===== src/hdl/wat_pkg.sv =====
package wat_pkg;

  // Field widths of one input item
  localparam int SLOT_W  = 4;
  localparam int HOUR_W  = 5;
  localparam int MIN_W   = 6;
  localparam int DAYS_W  = 7;
  localparam int TGT_W   = 2;
  localparam int TEMP_W  = 8;
  localparam int CODE_W  = 3;
  localparam int SECS_W  = 40;
  localparam int CFG_W   = 5;

  // Minute of the week fits in 14 bits; the all-ones code marks never fired
  localparam int MOW_W   = 14;
  localparam int WDAY_W  = 3;

  localparam int IN_DATA_W  = 80;
  localparam int OUT_DATA_W = 24;

  localparam int ENTRY_COUNT_DEF = 16;
  localparam int MAX_EXAMINE     = 16;

  localparam logic             MODE_WRITE   = 1'b0;
  localparam logic             MODE_TICK    = 1'b1;
  localparam logic [TGT_W-1:0] TGT_CLIMATE  = 2'd1;
  localparam logic [TGT_W-1:0] TGT_LAMP     = 2'd2;
  localparam logic [WDAY_W-1:0] LAST_WDAY   = 3'd6;

  localparam logic [MOW_W-1:0]  NEVER_FIRED  = 14'd16383;
  localparam logic [MOW_W-1:0]  MIN_PER_DAY  = 14'd1440;
  localparam logic [MOW_W-1:0]  MIN_PER_HOUR = 14'd60;
  localparam logic [TEMP_W-1:0] DEFAULT_TEMP = 8'd25;

  // Controller to datapath
  typedef struct packed {
    logic wr_entry;   // store the entry carried by the input transfer
    logic load_tick;  // capture tick time, rewind the scan index
    logic step;       // mark the current entry if it hits, advance the index
    logic load_pend;  // capture the current entry as the pending command
    logic push_out;   // move the pending command to the output register
    logic push_last;  // tag the pushed command as the last of the tick
  } wat_cmd_t;

  // Datapath to controller
  typedef struct packed {
    logic start_ok;   // input tick has a valid weekday and a nonzero scan length
    logic hit;        // current entry fires
    logic emit;       // current entry fires and has a command target
    logic scan_last;  // current entry is the last one to examine
  } wat_sts_t;

endpackage


===== src/hdl/wat_dpath.sv =====
module wat_dpath
  import wat_pkg::*;
#(
  parameter int ENTRY_COUNT = ENTRY_COUNT_DEF
) (
  input  logic                  clk,
  input  logic                  rst_n,
  input  logic [IN_DATA_W-1:0]  in_tdata,
  input  logic                  cfg_valid,
  input  logic [CFG_W-1:0]      cfg_data,
  input  wat_cmd_t              cmd,
  output wat_sts_t              sts,
  output logic [OUT_DATA_W-1:0] out_tdata,
  output logic                  out_tuser,
  output logic                  out_tlast
);

  localparam int DEPTH = (ENTRY_COUNT < MAX_EXAMINE) ? ENTRY_COUNT : MAX_EXAMINE;
  localparam int IDX_W = (DEPTH > 1) ? $clog2(DEPTH) : 1;
  localparam logic [CFG_W-1:0] DEPTH_C = CFG_W'(DEPTH);

  // Unpack input fields
  logic [SLOT_W-1:0] f_slot;
  logic              f_en;
  logic [HOUR_W-1:0] f_hour;
  logic [MIN_W-1:0]  f_min;
  logic [DAYS_W-1:0] f_days;
  logic [TGT_W-1:0]  f_tgt;
  logic              f_pwr;
  logic [TEMP_W-1:0] f_temp;
  logic [CODE_W-1:0] f_cmode;
  logic [CODE_W-1:0] f_fan;
  logic [SECS_W-1:0] f_secs;

  assign f_slot  = in_tdata[3:0];
  assign f_en    = in_tdata[4];
  assign f_hour  = in_tdata[9:5];
  assign f_min   = in_tdata[15:10];
  assign f_days  = in_tdata[22:16];
  assign f_tgt   = in_tdata[24:23];
  assign f_pwr   = in_tdata[25];
  assign f_temp  = in_tdata[33:26];
  assign f_cmode = in_tdata[36:34];
  assign f_fan   = in_tdata[39:37];
  assign f_secs  = in_tdata[79:40];

  // Alarm table
  logic [DEPTH-1:0]  en_r;
  logic [HOUR_W-1:0] hour_r  [DEPTH];
  logic [MIN_W-1:0]  min_r   [DEPTH];
  logic [DAYS_W-1:0] days_r  [DEPTH];
  logic [TGT_W-1:0]  tgt_r   [DEPTH];
  logic              pwr_r   [DEPTH];
  logic [TEMP_W-1:0] temp_r  [DEPTH];
  logic [CODE_W-1:0] cmode_r [DEPTH];
  logic [CODE_W-1:0] fan_r   [DEPTH];
  logic [SECS_W-1:0] exp_r   [DEPTH];
  logic [MOW_W-1:0]  last_r  [DEPTH];

  // Tick context and scan index
  logic [CFG_W-1:0]  cfg_lim_r;
  logic [CFG_W-1:0]  lim_r;
  logic [CFG_W-1:0]  idx_r;
  logic [HOUR_W-1:0] tk_hour_r;
  logic [MIN_W-1:0]  tk_min_r;
  logic [WDAY_W-1:0] tk_day_r;
  logic [SECS_W-1:0] tk_secs_r;
  logic [MOW_W-1:0]  tk_mow_r;

  // Pending command and output register
  logic [SLOT_W-1:0] pd_slot_r;
  logic              pd_lamp_r;
  logic              pd_pwr_r;
  logic [TEMP_W-1:0] pd_temp_r;
  logic [CODE_W-1:0] pd_cmode_r;
  logic [CODE_W-1:0] pd_fan_r;
  logic [SLOT_W-1:0] o_slot_r;
  logic              o_lamp_r;
  logic              o_pwr_r;
  logic [TEMP_W-1:0] o_temp_r;
  logic [CODE_W-1:0] o_cmode_r;
  logic [CODE_W-1:0] o_fan_r;
  logic              o_last_r;

  logic [CFG_W-1:0]  lim_now;
  logic              wr_ok;
  logic [IDX_W-1:0]  wr_idx;
  logic [IDX_W-1:0]  rd_idx;
  logic [MOW_W-1:0]  mow_now;
  logic              not_expired;
  logic              tgt_cmd;

  assign lim_now = (cfg_lim_r > DEPTH_C) ? DEPTH_C : cfg_lim_r;
  assign wr_ok   = ({1'b0, f_slot} < (SLOT_W+1)'(DEPTH));
  assign wr_idx  = f_slot[IDX_W-1:0];
  assign rd_idx  = idx_r[IDX_W-1:0];

  assign mow_now = MOW_W'(f_days[WDAY_W-1:0]) * MIN_PER_DAY
                 + MOW_W'(f_hour) * MIN_PER_HOUR
                 + MOW_W'(f_min);

  assign sts.start_ok = (f_days <= DAYS_W'(LAST_WDAY)) && (lim_now != '0);

  assign not_expired = (exp_r[rd_idx] == '0) || (tk_secs_r <= exp_r[rd_idx]);
  assign sts.hit = en_r[rd_idx] && not_expired
                && days_r[rd_idx][tk_day_r]
                && (hour_r[rd_idx] == tk_hour_r)
                && (min_r[rd_idx] == tk_min_r)
                && (last_r[rd_idx] != tk_mow_r);
  assign tgt_cmd  = (tgt_r[rd_idx] == TGT_CLIMATE) || (tgt_r[rd_idx] == TGT_LAMP);
  assign sts.emit = sts.hit && tgt_cmd;
  assign sts.scan_last = ((idx_r + CFG_W'(1)) == lim_r);

  always_ff @(posedge clk) begin
    if (!rst_n) begin
      en_r      <= '0;
      cfg_lim_r <= '0;
      idx_r     <= '0;
    end else begin
      if (cfg_valid) begin
        cfg_lim_r <= cfg_data;
      end
      if (cmd.wr_entry && wr_ok) begin
        en_r[wr_idx] <= f_en;
      end
      if (cmd.load_tick) begin
        idx_r <= '0;
      end else if (cmd.step) begin
        idx_r <= idx_r + CFG_W'(1);
      end
    end
  end

  always_ff @(posedge clk) begin
    if (cmd.wr_entry && wr_ok) begin
      hour_r[wr_idx]  <= f_hour;
      min_r[wr_idx]   <= f_min;
      days_r[wr_idx]  <= f_days;
      tgt_r[wr_idx]   <= f_tgt;
      pwr_r[wr_idx]   <= f_pwr;
      temp_r[wr_idx]  <= f_temp;
      cmode_r[wr_idx] <= f_cmode;
      fan_r[wr_idx]   <= f_fan;
      exp_r[wr_idx]   <= f_secs;
      last_r[wr_idx]  <= NEVER_FIRED;
    end else if (cmd.step && sts.hit) begin
      last_r[rd_idx]  <= tk_mow_r;
    end
    if (cmd.load_tick) begin
      lim_r     <= lim_now;
      tk_hour_r <= f_hour;
      tk_min_r  <= f_min;
      tk_day_r  <= f_days[WDAY_W-1:0];
      tk_secs_r <= f_secs;
      tk_mow_r  <= mow_now;
    end
    if (cmd.push_out) begin
      o_slot_r  <= pd_slot_r;
      o_lamp_r  <= pd_lamp_r;
      o_pwr_r   <= pd_pwr_r;
      o_temp_r  <= pd_temp_r;
      o_cmode_r <= pd_cmode_r;
      o_fan_r   <= pd_fan_r;
      o_last_r  <= cmd.push_last;
    end
    if (cmd.load_pend) begin
      pd_slot_r  <= SLOT_W'(idx_r);
      pd_lamp_r  <= (tgt_r[rd_idx] == TGT_LAMP);
      pd_pwr_r   <= pwr_r[rd_idx];
      pd_temp_r  <= (temp_r[rd_idx] == '0) ? DEFAULT_TEMP : temp_r[rd_idx];
      pd_cmode_r <= cmode_r[rd_idx];
      pd_fan_r   <= fan_r[rd_idx];
    end
  end

  assign out_tdata = {5'b0, o_fan_r, o_cmode_r, o_temp_r, o_pwr_r, o_slot_r};
  assign out_tuser = o_lamp_r;
  assign out_tlast = o_last_r;

endmodule


===== src/hdl/wat_ctrl.sv =====
module wat_ctrl
  import wat_pkg::*;
(
  input  logic     clk,
  input  logic     rst_n,
  input  logic     in_tvalid,
  input  logic     in_tuser,
  output logic     in_tready,
  output logic     out_tvalid,
  input  logic     out_tready,
  input  wat_sts_t sts,
  output wat_cmd_t cmd
);

  typedef enum logic [1:0] {
    S_IDLE,
    S_SCAN,
    S_FLUSH
  } state_t;

  state_t state_r, state_nxt;
  logic   out_valid_r, out_valid_nxt;
  logic   pend_valid_r, pend_valid_nxt;
  logic   out_free;
  logic   in_acc;

  assign in_tready  = (state_r == S_IDLE);
  assign out_tvalid = out_valid_r;
  assign out_free   = !out_valid_r || out_tready;
  assign in_acc     = in_tvalid && in_tready;

  always_comb begin
    state_nxt      = state_r;
    pend_valid_nxt = pend_valid_r;
    cmd            = '0;
    unique case (state_r)
      S_IDLE: begin
        if (in_acc) begin
          if (in_tuser == MODE_WRITE) begin
            cmd.wr_entry = 1'b1;
          end else begin
            cmd.load_tick = 1'b1;
            if (sts.start_ok) begin
              state_nxt = S_SCAN;
            end
          end
        end
      end
      S_SCAN: begin
        // hold the index while a second command waits on a full output
        if (!(sts.emit && pend_valid_r && !out_free)) begin
          cmd.step = 1'b1;
          if (sts.emit) begin
            cmd.load_pend  = 1'b1;
            cmd.push_out   = pend_valid_r;
            pend_valid_nxt = 1'b1;
          end
          if (sts.scan_last) begin
            state_nxt = S_FLUSH;
          end
        end
      end
      S_FLUSH: begin
        if (!pend_valid_r) begin
          state_nxt = S_IDLE;
        end else if (out_free) begin
          cmd.push_out   = 1'b1;
          cmd.push_last  = 1'b1;
          pend_valid_nxt = 1'b0;
          state_nxt      = S_IDLE;
        end
      end
      default: state_nxt = S_IDLE;
    endcase
    out_valid_nxt = cmd.push_out ? 1'b1 : (out_tready ? 1'b0 : out_valid_r);
  end

  always_ff @(posedge clk) begin
    if (!rst_n) begin
      state_r      <= S_IDLE;
      out_valid_r  <= 1'b0;
      pend_valid_r <= 1'b0;
    end else begin
      state_r      <= state_nxt;
      out_valid_r  <= out_valid_nxt;
      pend_valid_r <= pend_valid_nxt;
    end
  end

endmodule


===== src/hdl/weekly_alarm_table_matcher.sv =====
// Channel  Signals                         Content
// in       in_tvalid/in_tready             tuser: mode; tdata: alarm entry or tick time
// out      out_tvalid/out_tready           tuser: lamp flag; tlast: last command of tick
// cfg      cfg_valid/cfg_ready             cfg_data: entries_in_use
//
// A write transfer stores one entry. A tick is captured first, then each examined
// entry (entries_in_use, capped at the table size) is read in turn through
// the single table read port, then the last command is released;
// a tick with an invalid weekday or nothing to examine ends once captured.
// A stalled output holds the scan when a second command is ready, and holds the release.
// Reset disables all entries and clears entries_in_use.
module weekly_alarm_table_matcher
  import wat_pkg::*;
#(
  parameter int ENTRY_COUNT = ENTRY_COUNT_DEF
) (
  input  logic                  clk,
  input  logic                  rst_n,
  input  logic                  in_tvalid,
  output logic                  in_tready,
  // [3:0] slot_index, [4] enable_flag, [9:5] hour_value, [15:10] minute_value,
  // [22:16] day_bits, [24:23] target_code, [25] power_on, [33:26] temp_setting,
  // [36:34] climate_mode, [39:37] fan_speed, [79:40] time_seconds
  input  logic [IN_DATA_W-1:0]  in_tdata,
  // [0] mode
  input  logic                  in_tuser,
  output logic                  out_tvalid,
  input  logic                  out_tready,
  // [3:0] fired_slot, [4] fired_power, [12:5] fired_temp, [15:13] fired_mode,
  // [18:16] fired_fan, [23:19] zero
  output logic [OUT_DATA_W-1:0] out_tdata,
  // [0] fired_target
  output logic                  out_tuser,
  output logic                  out_tlast,
  input  logic                  cfg_valid,
  output logic                  cfg_ready,
  input  logic [CFG_W-1:0]      cfg_data
);

  wat_cmd_t cmd;
  wat_sts_t sts;

  assign cfg_ready = 1'b1;

  wat_ctrl u_ctrl (
    .clk        (clk),
    .rst_n      (rst_n),
    .in_tvalid  (in_tvalid),
    .in_tuser   (in_tuser),
    .in_tready  (in_tready),
    .out_tvalid (out_tvalid),
    .out_tready (out_tready),
    .sts        (sts),
    .cmd        (cmd)
  );

  wat_dpath #(
    .ENTRY_COUNT (ENTRY_COUNT)
  ) u_dpath (
    .clk       (clk),
    .rst_n     (rst_n),
    .in_tdata  (in_tdata),
    .cfg_valid (cfg_valid && cfg_ready),
    .cfg_data  (cfg_data),
    .cmd       (cmd),
    .sts       (sts),
    .out_tdata (out_tdata),
    .out_tuser (out_tuser),
    .out_tlast (out_tlast)
  );

endmodule

===== config.mk =====
export PLATFORM = sky130hd
export DESIGN_NAME = weekly_alarm_table_matcher
export DESIGN_NICKNAME = d
export VERILOG_FILES = /design/src/hdl/wat_pkg.sv /design/src/hdl/wat_dpath.sv /design/src/hdl/wat_ctrl.sv /design/src/hdl/weekly_alarm_table_matcher.sv
export SDC_FILE = /design/constraint.sdc
export NUM_CORES = 1
export LEC_CHECK = 0
export BUFFER_PORTS_ARGS = -buffer_cell sky130_fd_sc_hd__buf_2
export CORE_ASPECT_RATIO = 1.75
export CORE_MARGIN = 2
export CORE_UTILIZATION = 28
export DETAILED_ROUTE_END_ITERATION = 7
export GPL_ROUTABILITY_DRIVEN = 0
export SETUP_SLACK_MARGIN = 0.4
export SLEW_MARGIN = 30
export SYNTH_ARGS = -nofsm -noshare
export SYNTH_HDL_FRONTEND = slang
export SYNTH_SLANG_ARGS = --single-unit

===== constraint.sdc =====
create_clock -name clk -period 14.8 [get_ports clk]
set_input_delay 0 -clock clk [delete_from_list [all_inputs] [get_ports clk]]
set_output_delay 0 -clock clk [all_outputs]
set_load 0.03 [all_outputs]

# Yosys cells after proc, flatten, opt, wreduce, memory -nomap -nowiden
# Memory sizes are Yosys's and may differ from the RTL's. A register that Yosys moved wholly into a read port is not among the register bits.
# Cells that the tools add are included.
# W data, S select, Z words.
dict set report word_totals {
  register_bits 137
  ram_bits 1424
  out_inout_bits 29
  word_cells 143
  mem_count 10
  romBits 0
  latchBits 0
}
# memory words word_bits rd rd_clocked_by_memory_dff wr line
set mem_list {}
lappend mem_list {u_dpath.exp_r 16 40 1 1 1 wat_dpath.sv:57} ;# logic [SECS_W-1:0] exp_r [DEPTH];
lappend mem_list {u_dpath.last_r 16 14 1 1 1 wat_dpath.sv:58} ;# logic [MOW_W-1:0] last_r [DEPTH];
lappend mem_list {u_dpath.temp_r 16 8 1 1 1 wat_dpath.sv:54} ;# logic [TEMP_W-1:0] temp_r [DEPTH];
lappend mem_list {u_dpath.days_r 16 7 1 1 1 wat_dpath.sv:51} ;# logic [DAYS_W-1:0] days_r [DEPTH];
lappend mem_list {u_dpath.min_r 16 6 1 1 1 wat_dpath.sv:50} ;# logic [MIN_W-1:0] min_r [DEPTH];
lappend mem_list {u_dpath.hour_r 16 5 1 1 1 wat_dpath.sv:49} ;# logic [HOUR_W-1:0] hour_r [DEPTH];
lappend mem_list {{4 more memories} n/a n/a n/a n/a n/a n/a}
dict set report op_classes {
  eq_ne 15
  mul 2
  n_div 0
  n_addsub 3
  n_shift 0
  mux 55
  reduce_logical 28
  n_bitwise 1
  order_cmp 7
}
# op n
set op_table {}
lappend op_table {{$mux W4} 15}
lappend op_table {{$le A40 B40 Y1} 1}
lappend op_table {{$logic_not A40 Y1} 1}
lappend op_table {{$mux W2} 13}
lappend op_table {{$mux W1} 17}
lappend op_table {{$bwmux W16} 1}
lappend op_table {{$add A14 B11 Y14} 1}
lappend op_table {{$add A14 B6 Y14} 1}
lappend op_table {{$mux W14} 1}
lappend op_table {{$ne A14 B14 Y1} 1}
lappend op_table {{$reduce_or A14 Y1} 1}
lappend op_table {{$logic_and A1 B1 Y1} 12}
lappend op_table {{$eq A5 B5 Y1} 2}
lappend op_table {{$lt A4 B5 Y1 const B} 2}
lappend op_table {{$ne A2 B2 Y1 const B} 5}
lappend op_table {{$mul A3 B6 Y9 const B} 1}
lappend op_table {{$mul A5 B4 Y9 const B} 1}
lappend op_table {{$logic_not A8 Y1} 1}
lappend op_table {{$le A7 B3 Y1 const B} 1}
lappend op_table {{$eq A6 B6 Y1} 1}
lappend op_table {{$pmux W2 S3} 1}
lappend op_table {{$reduce_and A6 Y1} 1}
lappend op_table {{$add A5 B1 Y5 const B} 1}
lappend op_table {{$gt A5 B5 Y1 const B} 1}
lappend op_table {{21 further kinds} 28}

# Logic depth before layout (Yosys ltp)
# Gate-level depths: netlist of run 1.
dict set report logic_depth {
  depth_word 18
  mapped_depth 21
  ltp_nobuf 18
}

# By module
# A second synthesis of run 1 with hierarchy kept.
dict set report unflattened {
  cells_unflattened 2887
  area_unflattened_um2 62063.3
}
# module n_inst cells_per_inst area_per_inst_um2
set by_module_without_submodules {}
lappend by_module_without_submodules {wat_dpath 1 2845 61715.4}
lappend by_module_without_submodules {wat_ctrl 1 40 336.6}
lappend by_module_without_submodules {weekly_alarm_table_matcher 1 2 11.3}

# Worst setup path before layout of run 1
# No wires, ideal clock.
dict set report synth_timing {
  path_type {reg2reg}
  start {register u_ctrl.state_r[0]}
  end {memory u_dpath.last_r[0][0], enable pin}
  n_path_buf 1
  setup_slack_ns 6.605
  arrival_time_ns 7.821
  stages_incl_launch_ff 9
  synth_period_minus_slack_ns 8.195
  required_time_ns 14.426
  path_cell_list {dfxtp_1 -> inv_1 -> ha_1 -> nand2_1 -> or2_2 -> or3_1 -> clkbuf_1 -> nor3_1 -> o21bai_2}
}
dict set report synth_between {
  elab_chain_len 8
  elab_cells_between_ends 15
  classes_between {eq/ne (1); mux (10); reduce/logical (4)}
}
# element line
set synth_lines {}
lappend synth_lines {{from (decl)} wat_ctrl.sv:21} ;# state_t state_r, state_nxt;
lappend synth_lines {{from (signal assigned)} wat_ctrl.sv:84} ;# state_r <= state_nxt;
lappend synth_lines {{$logic_not A2 Y1 *} wat_ctrl.sv:27} ;# assign in_tready = (state_r == S_IDLE);
lappend synth_lines {{net in_tready} weekly_alarm_table_matcher.sv:20} ;# output logic in_tready,
lappend synth_lines {{$logic_and A1 B1 Y1} wat_ctrl.sv:30} ;# assign in_acc = in_tvalid && in_tready;
lappend synth_lines {{$mux W2} wat_ctrl.sv:38} ;# if (in_acc) begin
lappend synth_lines {{$mux W2 *} wat_ctrl.sv:36} ;# unique case (state_r)
lappend synth_lines {{$mux W1} wat_dpath.sv:135} ;# if (cmd.wr_entry && wr_ok) begin
lappend synth_lines {{$mux W1 (implied by the code)} wat_dpath.sv:147} ;# last_r[rd_idx] <= tk_mow_r;
lappend synth_lines {{$reduce_or A14 Y1 (no source line)} n/a}
lappend synth_lines {{$mux W4 (no source line) / $mux W1 (equally long branches)} n/a}
lappend synth_lines {{to (decl)} wat_dpath.sv:58}
# Mark *: on every way through the listed nets, which the timed path passes. The rest lies on a longest branch.

==> out/results.txt, run 1 <==
status: complete, no violations
CTS tree: yes
Clock Root Buffer: clkbuf_16
Initial Utilization: 0.282
global route total overflow: 0
Synth area leader: edfxtp_1
GRT Total Usage: 0.140
Sequential Power Share: 0.509
CP peak stage delay: 760 ps
stages on the worst setup path: 16
max-cap violations: 0
LEAKAGE: 22.0 nW
RSZ-0062 raised after global routing: no
Final HPWL DP: 94700 um
FFs w/ async S/R, synth: 0
power share of the clock group: 0.371
dominant cells by area after synthesis: edfxtp_1, mux4_2, mux2i_1
Post-Syn Area per Cell: 21.0 sq um
met2 usage: 0.269
Clock transition at path regs: 70 ps
IO Pins: 120
post-DR wirelength/cell: 25.5 um
crit path DAT: 7910 ps
clock buffer depth: 3
Final min period: 7520 ps
hold_sp: in_tdata[27]
die height: 627 um
Worst-Skew Late Latency: 790 ps
area of the core: 0.221 sq mm
Post-Layout Inst Area: 0.0721 sq mm
area delta synth->final: 16.1%
Final period util: 0.508
Core Rows: 228
CP endpoint kind: flip-flop
top-area cell type share of the netlist area: 0.742
GR Layer Usage met3: 0.0191
CP max-delay cell: dfxtp_4
yosys warns: 0
fmax: 133 MHz
via count: 30300
Post-Route Setup TNS: 0 ps
worst clock skew: 30.4 ps
PnR worst setup slack: 7280 ps
full die area: 0.226 sq mm
cts bufs inserted: 143
combinational cell fraction of total power: 0.120
initial antenna violation count: 22
ys flop type: edfxtp_1
synth unique cells: 77
fraction of the yosys area taken by sequential cells: 0.753
I/O Buffers: 113
most frequent cells after synthesis: edfxtp_1, mux4_2, mux2i_1
Pint: 7.57 mW
Hold Crit Class: in2reg
Power Density: 138 mW/mm^2
Worst Tran Pin Value: 1040 ps
delay-heaviest family, CP: compound AO/OA/AOI/OAI gates
element type at the critical path start: flip-flop
Net Switching: 2.36 mW
largest net degree at the start of global routing: 104
Die Span X: 360 um
Most Used Layer, Global Route: met2
worst hold slack: 153 ps
CP Data Required Time: 15190 ps
final setup fails: 0
post-route ant nets: 0
total power: 9.93 mW
Seq cells post-synth: 1570
Slew Limit Headroom: 0.310
post_cts resized: 0
worst vdd ir: 124 uV
post-place setup slack: 7000 ps
DRT Wirelength: 160000 um
DRC Markers: 0
most common cell in the netlist: edfxtp_1
Area after DPL: 0.0663 sq mm
Final nets: 3440
vias per inst: 4.84
Worst Path Max Fanout: 36
H-tree depth: 4
first-pass GRT wire length: 229000 um
WS Path Type: reg2reg
Final Hold Vio Count: 0
hold path cells: 2
vias in the first global route: 31800
share of cells above drive strength 1: 0.236
drt first pass iters: 7
worst path bufs/invs: 2
Post-Syn Area: 0.0621 sq mm
Net Sw Frac: 0.237
CTS Sinks: 1570
Initial DRC Count: 2239
Post-Synthesis Cells: 2952
worst-path cell chain: buf_4 -> buf_4 -> mux4_2 -> a22o_1 -> a221oi_1 -> ha_1 -> a21oi_1 -> o21ai_0 -> a2111oi_0 -> nor3_1 -> o21ai_0 -> o211ai_1 -> o211ai_2 -> nand4_4 -> or4b_4 -> o21bai_2
Post-synth EDFFs: 1536
fillers: 20800
R2R cell count: 16
Global Route met1 Usage: 0.159
Slew Viols, Final: 0
[power by group through the flow]
stage | clock (mW) | sequential (mW) | combinational (mW)
detailed placement | 0 | 5.15 | 1.18
finish | 3.68 | 5.05 | 1.19
CTS | 3.76 | 5.05 | 1.22
floorplan | 0 | 5.10 | 0.871
global placement | 0 | 5.15 | 1.18
global route | 3.90 | 5.06 | 1.29
[registers in the layout (all words and copies together) (netlist names), 8 cells and up, named ones only]
register	flops
u_dpath.o_temp_r	8
u_dpath.pd_temp_r	8
u_dpath.temp_r	128
u_dpath.pwr_r	16
u_dpath.last_r	224
u_dpath.exp_r	640
u_dpath.hour_r	80
u_dpath.days_r	112
u_dpath.cmode_r	48
u_dpath.fan_r	48
u_dpath.en_r	16
u_dpath.tk_secs_r	40
u_dpath.tgt_r	32
u_dpath.tk_mow_r	14
u_dpath.min_r	96
[stage by stage]
stage                util  instances
finish              0.327       6256
CTS                 0.327       6247
global placement    0.300       5873
detailed placement  0.301       5875
global route        0.327       6253
floorplan               -       2956
[area by class of cell]
cell class / instances / area, sq um / share of cell area
flip-flops and latches: 1570 / 46800 / 0.649
multi-input cells: 1188 / 14500 / 0.201
clock buffers: 177 / 3790 / 0.0526
well taps: 2875 / 3600 / 0.0499
repair buffers: 296 / 2300 / 0.0320
clock inverters: 85 / 827 / 0.0115
inverters: 58 / 238 / 0.00330
diodes: 7 / 17.5 / 0.000243
[logic make-up (layout without fill, tap and decap cells)]
family / after synthesis / count (layout) / share of synthesized area
buffers and inverters: 198 / 616 / 0.0153
other: 2 / 13 / 0.000121
AOI/OAI and AO/OA: 261 / 261 / 0.0317
adders and majority gates: 92 / 92 / 0.0197
muxes: 470 / 470 / 0.146
DFF: 1570 / 1570 / 0.753
xor gates and xnor gates: 65 / 65 / 0.00916
and+or+nand+nor: 294 / 294 / 0.0250
[cell usage in the layout, fill, tap and decap left out, types with 12 or more instances in the layout]
cell type / count
edfxtp_1: 1536
mux4_2: 346
clkbuf_16: 146
mux2i_1: 115
buf_2: 113
dlygate4sd3_1: 110
nand2_1: 86
ha_1: 82
buf_4: 67
inv_1: 48
nor2_1: 41
a22o_1: 40
xnor2_1: 38
nor2b_1: 36
clkinv_1: 34
clkbuf_1: 29
a22oi_1: 28
dfxtp_1: 28
a221oi_1: 27
xor2_1: 27
a21oi_1: 26
o21ai_0: 24
nand2b_1: 24
nand4_1: 18
clkinv_2: 17
a211oi_1: 13
o21a_1: 12
nand3_1: 12
or2_2: 12
a21boi_0: 12
bufinv_16: 12
[timing repair]
action | in CTS | in global routing
hold buffers | 110 | 0
setup buffers | 0 | 0
hold endpoints to repair | 1306 | 0
[worst paths after layout]
check | to | slack, ps
setup / recovery | u_dpath.last_r[0][8]$_DFFE_PP_ | 7280
hold / removal | u_dpath.temp_r[13][1]$_DFFE_PP_ | 150
setup reg to reg | u_dpath.last_r[0][8]$_DFFE_PP_ | 7280
hold reg to reg | u_dpath.o_slot_r[0]$_DFFE_PP_ | 440
[layer usage]
| metal | wire length, um | part of all wire |
|---|---|---|
| met5 | 48 | 0.00030 |
| met4 | 4060 | 0.025 |
| met3 | 6240 | 0.039 |
| met2 | 89000 | 0.56 |
| met1 | 60300 | 0.38 |
Note: power is estimated with default switching activity, not from simulation.
==> run 2: changes to the inputs <==
clock period = 7.8 ns   (was 14.8 ns; I/O delays follow)
==> out/results.txt, run 2 (same netlist as run 1, synthesis figures left out) <==
final std cells w/o fill: 6258 (+0.032%)
Initial DRC Count: 2621 (+17%)
post-DR wirelength/cell: 25.9 um (+1.5%)
cts bufs inserted: 142 (-0.70%)
initial antenna violation count: 31 (+41%)
fmax: 164 MHz (+23%)
Final nets: 3446 (+0.17%)
CTS tree: yes
combinational cell fraction of total power: 0.119 (about the same)
via count: 30300 (+0.12%)
Power Density: 262 mW/mm^2 (+91%)
Inst Count DP: 5886 (+0.19%)
crit path DAT: 6570 ps (-1340 ps)
Biggest register: u_dpath.exp_r
LEAKAGE: 22.1 nW (+0.42%)
commonest non-fill, non-tap cell in the layout: edfxtp_1
share of cells above drive strength 1: 0.240 (+0.00378)
Worst-Skew Late Latency: 810 ps (+20 ps)
Sequential Power Share: 0.507 (-0.002)
CTS Sinks: 1570 (unchanged)
DRT Wirelength: 162000 um (+1.5%)
worst clock skew: 34.2 ps (+3.80 ps)
Final Hold Vio Count: 0 (unchanged)
DRC Markers: 0 (unchanged)
max-cap violations: 0 (unchanged)
full die area: 0.226 sq mm (unchanged)
Final period util: 0.784 (+0.275)
area of the core: 0.221 sq mm (unchanged)
GRT Total Usage: 0.142 (+0.00233)
worst vdd ir: 252 uV (+100%)
hold_sp: in_tdata[27]
Area after DPL: 0.0665 sq mm (+0.31%)
Final HPWL DP: 96500 um (+1.9%)
max reg flops: 640 (unchanged)
element type at the critical path start: flip-flop
global route total overflow: 0 (unchanged)
Post-Layout Inst Area: 0.0723 sq mm (+0.22%)
power share of the clock group: 0.373 (+0.002)
Post-Route Setup TNS: 0 ps (unchanged)
fillers: 20700 (-0.73%)
Hold Crit Class: in2reg
IO Pins: 120 (unchanged)
Net Switching: 4.51 mW (+92%)
Largest regs: u_dpath.exp_r: 640 flops, u_dpath.last_r: 224 flops, u_dpath.temp_r: 128 flops
Slew Viols, Final: 0 (unchanged)
Pint: 14.4 mW (+91%)
Net Sw Frac: 0.238 (+0.000640)
CP endpoint kind: flip-flop
commonest non-fill, non-tap cells in the layout: edfxtp_1, mux4_2, clkbuf_16
Final min period: 6110 ps (-1410 ps)
CP Data Required Time: 8260 ps (-6930 ps)
Slew Limit Headroom: 0.342 (+0.0325)
Die Span X: 360 um (unchanged)
final setup fails: 0 (unchanged)
WS Path Type: reg2reg
post_cts resized: 0 (unchanged)
post-route ant nets: 0 (unchanged)
vias in the first global route: 32200 (+1.3%)
largest net degree at the start of global routing: 89 (-14%)
vias per inst: 4.85 (about the same)
Initial Utilization: 0.282 (unchanged)
I/O Buffers: 113 (unchanged)
area delta synth->final: 16.3%
Worst Tran Pin Value: 987 ps (-48.7 ps)
clock buffer depth: 3 (unchanged)
status: complete, no violations
total power: 19.0 mW (+91%)
PnR worst setup slack: 1690 ps (-5590 ps)
RSZ-0062 raised after global routing: no
die height: 627 um (unchanged)
Clock Root Buffer: clkbuf_16
Clock transition at path regs: 70 ps (about the same)
Worst Path Max Fanout: 48 (+33%)
drt first pass iters: 5 (-2)
first-pass GRT wire length: 232000 um (+1.4%)
H-tree depth: 4 (unchanged)
post-place setup slack: 1630 ps (-5370 ps)
Core Rows: 228 (unchanged)
run 2: stage by stage:
step | utilization | hold WS, ps
final | 0.328 | 134
after global routing | 0.328 | 130
after CTS | 0.328 | 81.8
after detailed placement | 0.302 | 268
after global placement | 0.301 | 258
after floorplan | - | 98.9
run 2: final timing paths:
kind / endpoint / slack [ps] / depth (start not counted)
worst max-delay path: u_dpath.last_r[8][7]$_DFFE_PP_ / 1690 / 16
worst max register to register: u_dpath.last_r[8][7]$_DFFE_PP_ / 1690 / 16
worst min register to register: u_dpath.out_tuser$_DFFE_PP_ / 420 / 0
worst min-delay path: u_dpath.temp_r[6][1]$_DFFE_PP_ / 130 / 2
run 2: power by group through the flow:
stage | Combinational [mW] | Sequential [mW] | Clock, mW
4_1_cts | 2.32 | 9.63 | 7.21
3_5_place_dp | 2.25 | 9.81 | 0
6_report | 2.26 | 9.62 | 7.08
5_1_grt | 2.46 | 9.63 | 7.49
3_3_place_gp | 2.23 | 9.80 | 0
2_1_floorplan | 1.65 | 9.68 | 0
run 2: per-layer routing:
layer  wire, um  GRT usage  vias up
met4       4640     0.0463       12
li1           -          -    12900
met2      88600      0.267      831
met3       6880     0.0200      254
met5         85          0        -
met1      62000      0.165    16400
run 2: area by class of cell:
class,count,area (sq um),area share
diodes,8,20.0,0.000277
clock buffers,171,3790,0.0524
clock inverters,85,855,0.0118
inverters,58,243,0.00336
multi-input cells,1188,14500,0.201
flip-flops and latches,1570,46800,0.648
well taps,2875,3600,0.0498
repair buffers,303,2440,0.0338
run 2: timing repair:
action / in CTS / in global routing
hold endpoints to repair: 1321 / 0
setup buffers: 0 / 0
hold buffers: 108 / 0
run 2: critical path, stage by stage (launching register included):
cell,delay [ps]
dfxtp_4,820
buf_4,390
mux4_2,330
a22o_1,260
a221oi_1,490
ha_1,380
a22o_1,240
nor4_1,160
o21ai_0,140
a31o_2,210
o21ai_0,170
o211ai_1,130
o211ai_2,640
nand4_4,260
or4_4,600
o21bai_1,150
buf_4,310
